==> src/rtl/hsbq_pkg.sv <==
package hsbq_pkg;

	localparam int REG_COUNT = 6;
	localparam int REG_IDX_W = 3;

	typedef enum logic [REG_IDX_W-1:0] {
		REG_B0,
		REG_B1,
		REG_B2,
		REG_A1,
		REG_A2,
		REG_NORM
	} reg_idx_t;

	typedef enum logic [2:0] {
		ST_IDLE,
		ST_MAC,
		ST_MID,
		ST_NORM,
		ST_DONE
	} state_t;

	// control from the sequencer to the coefficient shift registers
	typedef struct packed {
		logic load;
		logic shift_mac;
		logic shift_norm;
	} coef_ctl_t;

	// current serial bit of each coefficient
	typedef struct packed {
		logic b0;
		logic b1;
		logic b2;
		logic a1;
		logic a2;
		logic nr;
	} coef_bits_t;

	// control from the sequencer to the serial accumulator
	typedef struct packed {
		logic clear;
		logic step;
		logic last;
	} mac_ctl_t;

endpackage

==> src/rtl/hsbq_coef_regs.sv <==
module hsbq_coef_regs #(
	parameter int COEF_WIDTH = 32
) (
	input  logic                           clk,
	input  logic                           arst_n,
	input  logic                           cfg_we,
	input  logic [hsbq_pkg::REG_IDX_W-1:0] cfg_index,
	input  logic [COEF_WIDTH-1:0]          cfg_wdata,
	input  hsbq_pkg::coef_ctl_t            ctl,
	output hsbq_pkg::coef_bits_t           bits
);
	import hsbq_pkg::*;

	localparam logic [COEF_WIDTH-1:0] ONE = COEF_WIDTH'(1) << (COEF_WIDTH - 8);

	logic [COEF_WIDTH-1:0] b0_q, b1_q, b2_q, a1_q, a2_q, nr_q;
	logic [COEF_WIDTH-1:0] b0_sr_q, b1_sr_q, b2_sr_q, a1_sr_q, a2_sr_q, nr_sr_q;

	always_ff @(posedge clk or negedge arst_n) begin
		if (!arst_n) begin
			b0_q <= ONE;
			b1_q <= '0;
			b2_q <= '0;
			a1_q <= '0;
			a2_q <= '0;
			nr_q <= ONE;
		end else if (cfg_we) begin
			case (reg_idx_t'(cfg_index))
				REG_B0:   b0_q <= cfg_wdata;
				REG_B1:   b1_q <= cfg_wdata;
				REG_B2:   b2_q <= cfg_wdata;
				REG_A1:   a1_q <= cfg_wdata;
				REG_A2:   a2_q <= cfg_wdata;
				REG_NORM: nr_q <= cfg_wdata;
				default:  ;
			endcase
		end
	end

	// copy on accept, then present one bit per cycle, LSB first
	always_ff @(posedge clk) begin
		if (ctl.load) begin
			b0_sr_q <= b0_q;
			b1_sr_q <= b1_q;
			b2_sr_q <= b2_q;
			a1_sr_q <= a1_q;
			a2_sr_q <= a2_q;
			nr_sr_q <= nr_q;
		end else begin
			if (ctl.shift_mac) begin
				b0_sr_q <= b0_sr_q >> 1;
				b1_sr_q <= b1_sr_q >> 1;
				b2_sr_q <= b2_sr_q >> 1;
				a1_sr_q <= a1_sr_q >> 1;
				a2_sr_q <= a2_sr_q >> 1;
			end
			if (ctl.shift_norm) begin
				nr_sr_q <= nr_sr_q >> 1;
			end
		end
	end

	assign bits = '{b0: b0_sr_q[0], b1: b1_sr_q[0], b2: b2_sr_q[0],
		a1: a1_sr_q[0], a2: a2_sr_q[0], nr: nr_sr_q[0]};

endmodule

==> src/rtl/hsbq_serial_mac.sv <==
module hsbq_serial_mac #(
	parameter int PP_W = 34,
	parameter int LO_W = 32
) (
	input  logic                          clk,
	input  hsbq_pkg::mac_ctl_t            ctl,
	input  logic signed [PP_W-1:0]        pp,
	output logic signed [PP_W+LO_W-1:0]   prod
);
	import hsbq_pkg::*;

	logic signed [PP_W-1:0] hi_q;
	logic [LO_W-1:0]        lo_q;
	logic signed [PP_W-1:0] sum;

	// the multiplier MSB carries negative weight: subtract on the last bit
	always_comb begin
		sum = ctl.last ? (hi_q - pp) : (hi_q + pp);
	end

	always_ff @(posedge clk) begin
		if (ctl.clear) begin
			hi_q <= '0;
			lo_q <= '0;
		end else if (ctl.step) begin
			hi_q <= sum >>> 1;
			lo_q <= {sum[0], lo_q[LO_W-1:1]};
		end
	end

	assign prod = {hi_q, lo_q};

endmodule

==> src/rtl/high_shelf_biquad_filter_top.sv <==
// Samples are taken one at a time: a new sample is accepted only after the previous result
// has been handed to the output register. Each coefficient is consumed one bit per cycle by
// a bit-serial shift-add accumulator, first for the five-tap sum, then for the normalizer
// product, with states for accept, mid rounding and output handoff, which waits on a stall.
// Reset: asynchronous, active low; coefficients return to pass-through (b0 = norm = 1.0,
// others 0), histories clear, output empty. A valid register write also clears histories.
module high_shelf_biquad_filter_top #(
	parameter int SAMPLE_WIDTH = 24,
	parameter int COEF_WIDTH   = 32
) (
	input  logic                                   clk,
	input  logic                                   arst_n,
	input  logic                                   s_tvalid,
	output logic                                   s_tready,
	input  logic [((SAMPLE_WIDTH+7)/8)*8-1:0]      s_tdata,  // [SW-1:0] in_sample
	output logic                                   m_tvalid,
	input  logic                                   m_tready,
	output logic [((SAMPLE_WIDTH+7)/8)*8-1:0]      m_tdata,  // [SW-1:0] out_sample
	input  logic                                   cfg_we,
	input  logic [hsbq_pkg::REG_IDX_W-1:0]         cfg_index,
	input  logic [COEF_WIDTH-1:0]                  cfg_wdata
);
	import hsbq_pkg::*;

	localparam int DATA_W = ((SAMPLE_WIDTH + 7) / 8) * 8;
	localparam int MID_W  = SAMPLE_WIDTH + 8;
	localparam int PP_W   = SAMPLE_WIDTH + 10;
	localparam int ACC_W  = PP_W + COEF_WIDTH;
	localparam int FRAC   = COEF_WIDTH - 8;
	localparam int CNT_W  = $clog2(COEF_WIDTH);

	localparam logic signed [ACC_W-1:0] HALF   = ACC_W'(1) << (FRAC - 1);
	localparam logic signed [ACC_W-1:0] MID_HI = (ACC_W'(1) << (MID_W - 1)) - ACC_W'(1);
	localparam logic signed [ACC_W-1:0] MID_LO = ~MID_HI;
	localparam logic signed [ACC_W-1:0] OUT_HI = (ACC_W'(1) << (SAMPLE_WIDTH - 1)) - ACC_W'(1);
	localparam logic signed [ACC_W-1:0] OUT_LO = ~OUT_HI;
	localparam logic [CNT_W-1:0]        CNT_LAST = CNT_W'(COEF_WIDTH - 1);

	state_t state_q, state_d;
	logic [CNT_W-1:0] cnt_q;

	logic signed [SAMPLE_WIDTH-1:0] x_q, x1_q, x2_q, y1_q, y2_q;
	logic signed [MID_W-1:0]        mid_q;
	logic [SAMPLE_WIDTH-1:0]        out_q;
	logic                           out_vld_q;

	coef_ctl_t  coef_ctl;
	coef_bits_t cbits;
	mac_ctl_t   mac_ctl;

	logic signed [PP_W-1:0]  pp;
	logic signed [ACC_W-1:0] prod;
	logic signed [ACC_W-1:0] rnd;
	logic signed [MID_W-1:0] mid_sat;
	logic signed [SAMPLE_WIDTH-1:0] y_sat;

	logic in_acc, out_free, hist_clr, cnt_last;

	assign in_acc   = s_tvalid && s_tready;
	assign out_free = !out_vld_q || m_tready;
	assign hist_clr = cfg_we && (cfg_index < REG_IDX_W'(REG_COUNT));
	assign cnt_last = (cnt_q == CNT_LAST);

	hsbq_coef_regs #(
		.COEF_WIDTH(COEF_WIDTH)
	) u_coef (
		.clk      (clk),
		.arst_n   (arst_n),
		.cfg_we   (cfg_we),
		.cfg_index(cfg_index),
		.cfg_wdata(cfg_wdata),
		.ctl      (coef_ctl),
		.bits     (cbits)
	);

	hsbq_serial_mac #(
		.PP_W(PP_W),
		.LO_W(COEF_WIDTH)
	) u_mac (
		.clk (clk),
		.ctl (mac_ctl),
		.pp  (pp),
		.prod(prod)
	);

	// partial product for the current coefficient bit
	always_comb begin
		pp = '0;
		if (state_q == ST_MAC) begin
			if (cbits.b0) pp = pp + PP_W'(x_q);
			if (cbits.b1) pp = pp + PP_W'(x1_q);
			if (cbits.b2) pp = pp + PP_W'(x2_q);
			if (cbits.a1) pp = pp - PP_W'(y1_q);
			if (cbits.a2) pp = pp - PP_W'(y2_q);
		end else if (cbits.nr) begin
			pp = PP_W'(mid_q);
		end
	end

	// round half up, then saturate to the intermediate and the sample width
	always_comb begin
		rnd = (prod + HALF) >>> FRAC;
		if (rnd > MID_HI)      mid_sat = MID_HI[MID_W-1:0];
		else if (rnd < MID_LO) mid_sat = MID_LO[MID_W-1:0];
		else                   mid_sat = rnd[MID_W-1:0];
		if (rnd > OUT_HI)      y_sat = OUT_HI[SAMPLE_WIDTH-1:0];
		else if (rnd < OUT_LO) y_sat = OUT_LO[SAMPLE_WIDTH-1:0];
		else                   y_sat = rnd[SAMPLE_WIDTH-1:0];
	end

	always_comb begin
		state_d  = state_q;
		s_tready = 1'b0;
		coef_ctl = '0;
		mac_ctl  = '0;
		case (state_q)
			ST_IDLE: begin
				s_tready = 1'b1;
				if (s_tvalid) begin
					coef_ctl.load = 1'b1;
					mac_ctl.clear = 1'b1;
					state_d       = ST_MAC;
				end
			end
			ST_MAC: begin
				coef_ctl.shift_mac = 1'b1;
				mac_ctl.step       = 1'b1;
				mac_ctl.last       = cnt_last;
				if (cnt_last) state_d = ST_MID;
			end
			ST_MID: begin
				mac_ctl.clear = 1'b1;
				state_d       = ST_NORM;
			end
			ST_NORM: begin
				coef_ctl.shift_norm = 1'b1;
				mac_ctl.step        = 1'b1;
				mac_ctl.last        = cnt_last;
				if (cnt_last) state_d = ST_DONE;
			end
			ST_DONE: begin
				if (out_free) state_d = ST_IDLE;
			end
			default: state_d = ST_IDLE;
		endcase
	end

	always_ff @(posedge clk or negedge arst_n) begin
		if (!arst_n) begin
			state_q   <= ST_IDLE;
			cnt_q     <= '0;
			out_vld_q <= 1'b0;
			x1_q      <= '0;
			x2_q      <= '0;
			y1_q      <= '0;
			y2_q      <= '0;
		end else begin
			state_q <= state_d;
			if (state_q == ST_MAC || state_q == ST_NORM) cnt_q <= cnt_q + CNT_W'(1);
			else                                         cnt_q <= '0;

			if (state_q == ST_DONE && out_free) begin
				out_vld_q <= 1'b1;
			end else if (m_tready) begin
				out_vld_q <= 1'b0;
			end

			if (hist_clr) begin
				x1_q <= '0;
				x2_q <= '0;
				y1_q <= '0;
				y2_q <= '0;
			end else if (state_q == ST_DONE && out_free) begin
				// advance the histories
				x2_q <= x1_q;
				x1_q <= x_q;
				y2_q <= y1_q;
				y1_q <= y_sat;
			end
		end
	end

	always_ff @(posedge clk) begin
		if (in_acc) x_q <= s_tdata[SAMPLE_WIDTH-1:0];
		if (state_q == ST_MID) mid_q <= mid_sat;
		if (state_q == ST_DONE && out_free) out_q <= y_sat;
	end

	assign m_tvalid = out_vld_q;
	assign m_tdata  = DATA_W'(out_q);

endmodule

==> config.mk <==
export PLATFORM = sky130hd
export DESIGN_NAME = high_shelf_biquad_filter_top
export DESIGN_NICKNAME = d
export VERILOG_FILES = /design/src/rtl/hsbq_pkg.sv /design/src/rtl/hsbq_coef_regs.sv /design/src/rtl/hsbq_serial_mac.sv /design/src/rtl/high_shelf_biquad_filter_top.sv
export SDC_FILE = /design/constraint.sdc
export NUM_CORES = 1
export LEC_CHECK = 0
export BUFFER_PORTS_ARGS = -buffer_cell sky130_fd_sc_hd__buf_4
export CORE_MARGIN = 2
export CORE_UTILIZATION = 38
export CTS_BUF_LIST = sky130_fd_sc_hd__clkbuf_8
export DETAILED_ROUTE_END_ITERATION = 10
export PLACE_DENSITY_LB_ADDON = 0.15
export RECOVER_POWER = 50
export SYNTH_ARGS = -nofsm -noshare
export SYNTH_HDL_FRONTEND = slang
export SYNTH_HIERARCHICAL = 1
export SYNTH_SLANG_ARGS = --single-unit
==> constraint.sdc <==
create_clock -name clk -period 19.9 [get_ports clk]
set_input_delay 1.99 -clock clk [delete_from_list [all_inputs] [get_ports clk]]
set_output_delay 1.99 -clock clk [all_outputs]
set_load 0.01 [all_outputs]
==> run metrics <==
drt pass-1 iters=5; Final setup viols=0; Critical-path top delay cell=nor4_1; minimum clock period=12.53 ns; drt drc=0; Die W=between 300 and 400 µm; setup ws final=about 7.4 ns; Max VDD drop=~0.058 mV; Pwr Total=3.46 mW; WL final=89,900 µm; hold buffer count at CTS=0; clk_lat worst skew=0.76 ns; R2R setup slack=7.37 ns; startpoint types=register; die area=0.0963 mm²; Resize count post-CTS=0; final hold violations=0; wire per inst=between 15 and 20 µm; CTS tree=done; Area Growth Syn to Fin=10.8%; Biggest register=u_mac/hi_q; max reg flops=33; Total GRT Usage=between 10% and 20%; Fmax=between 0.07 and 0.08 GHz; Synth warnings=6; PD cells=87.5 mW/mm²; Setup Buffers After CTS=0; Filler cells=9,177; pre-CTS WS=7.52 ns; Clock Skew=0.0651 ns; Initial DRC Count=about 1.5k; Least-Margin Pin Slew=4.74 ns; layout cells sized above 1=19.4%; initial antenna violation count=5; NumNets Final=around 3.6k; final slew viol count=about 800; Setup TNS Final=0 ns; vias in the first global route=roughly 26k; hold depth=1; r2r startpoint=u_coef/b0_sr_q[0]; Post-Layout Cell Count=4,743; core area=between 0.09 and 0.1 mm²; failing checks=max-capacitance violations, max-slew violations; Cell Area, Synth=0.0357 mm²; Max Cap Viol=18; placed cells=4,534; routability congestion estimate=slightly above 0.9; status=finished with violations; CP Max Fanout=42; Final HPWL DP=61,000 µm; Avg Cell Area, Syn=roughly 11 µm²; clock sink total=611; largest net degree at the start of global routing=77; Req. time, crit path=20.50 ns; crit path launch=u_coef/b0_sr_q[0]; CP endpoint kind=register; Slew headroom=-216%; final hold slack=between 0.4 and 0.5 ns; Reg-to-Reg End=u_mac/hi_q[31]; Hold Path Sink=cnt_q[0]; Post-Syn Nets=3,544; DRT antenna net count=0; Hold Crit Class=reg -> reg; CTS H-tree lvls=3; root buf cell=clkbuf_8; I/O pins=90; Crit Path Category=reg -> reg; CP max stage delay=0.67 ns; Num CTS Buffers=approximately 110; Die Height=between 300 and 400 µm; worst-case clock buffer depth=3; unrepaired setup endpoints after global routing=no; starting density of the core=38.3%; Reg2Reg Depth=48; row count=112; Port Buffer Count=89; crit-path leading delay family=compound AO/OA/AOI/OAI gates; total gr overflow=0; Final period util=a little over three fifths; CP arrival=about 13 ns; P_leak=15.0 nW; first-pass GRT wire length=144,000 µm; Post-Synthesis Cells=~3.3k; hold wc startpoint=cnt_q[0]; Reg clk slew, reported paths=0.06 ns; DR vias/cell=about 5.3; Crit path buffers/inverters=3; Vias=25.4k
==> through the flow <==
stage	instance area, µm²	util [%]
floorplan	35700	-
global placement	37400	40.2
detailed placement	37400	40.2
CTS	39600	42.5
global route	39500	42.4
finish	39500	42.4
==> final cells by class <==
class	count	area (µm²)	share of cell area [%]
Antenna cell	5	12.5	0.0317
Clock buffer	125	1720	4.36
Clock inverter	79	477	1.21
Inverter	155	583	1.48
Multi-Input combinational cell	2391	17800	45.2
Sequential cell	611	16400	41.6
Tap cell	1254	1570	3.97
Timing Repair Buffer	123	852	2.16
==> how the worst max path moves through the flow <==
stage / endpoint / slack, ns / depth (start not counted)
CTS: u_mac/hi_q[31] / 7.48 / 48
global placement: u_mac/hi_q[31] / 7.57 / 49
detailed placement: u_mac/hi_q[31] / 7.52 / 48
finish: u_mac/hi_q[31] / 7.37 / 48
global route: u_mac/hi_q[32] / 6.45 / 54
floorplan: u_mac/hi_q[32] / 8.66 / 57
==> routing by layer <==
layer	GRT usage (%)	share of wire [%]	vias up
li1	-	-	12300
met4	5.65	2.6	6
met1	24.4	45	12500
met3	2.91	3.6	147
met5	0	0.046	-
met2	32.2	49	420
==> report_power, final <==
group | switching [mW] | internal [mW] | leakage (nW)
Sequential | 0.120 | 1.47 | 6.05
Clock | 0.544 | 0.628 | 1.29
Combinational | 0.396 | 0.299 | 7.70
==> layout by cell type, fill, tap and decap left out, types with 12 or more instances in the layout <==
master and n:
xor2_1 73, a211oi_1 30, nor2_1 151, a31oi_1 21
nand2_1 307, o31ai_1 15, clkbuf_1 19, o21bai_1 17
mux2i_1 22, nand3_1 60, a221o_1 30, mux2_2 361
ha_1 156, inv_1 200, clkbuf_8 125, clkinv_1 15
xnor2_1 121, o21ai_1 15, and3_1 36, a21oi_1 256
clkbuf_4 24, o22ai_1 12, edfxtp_1 272, o21ai_0 157
dfxtp_1 42, mux2_1 45, o211ai_1 13, buf_4 80
a21o_1 72, dfrtp_1 295, and2_1 33, nor3_1 61
nand4_1 15, nand2b_1 27, o21a_1 41, nor2b_1 22
(Power assumes the default switching activity.)
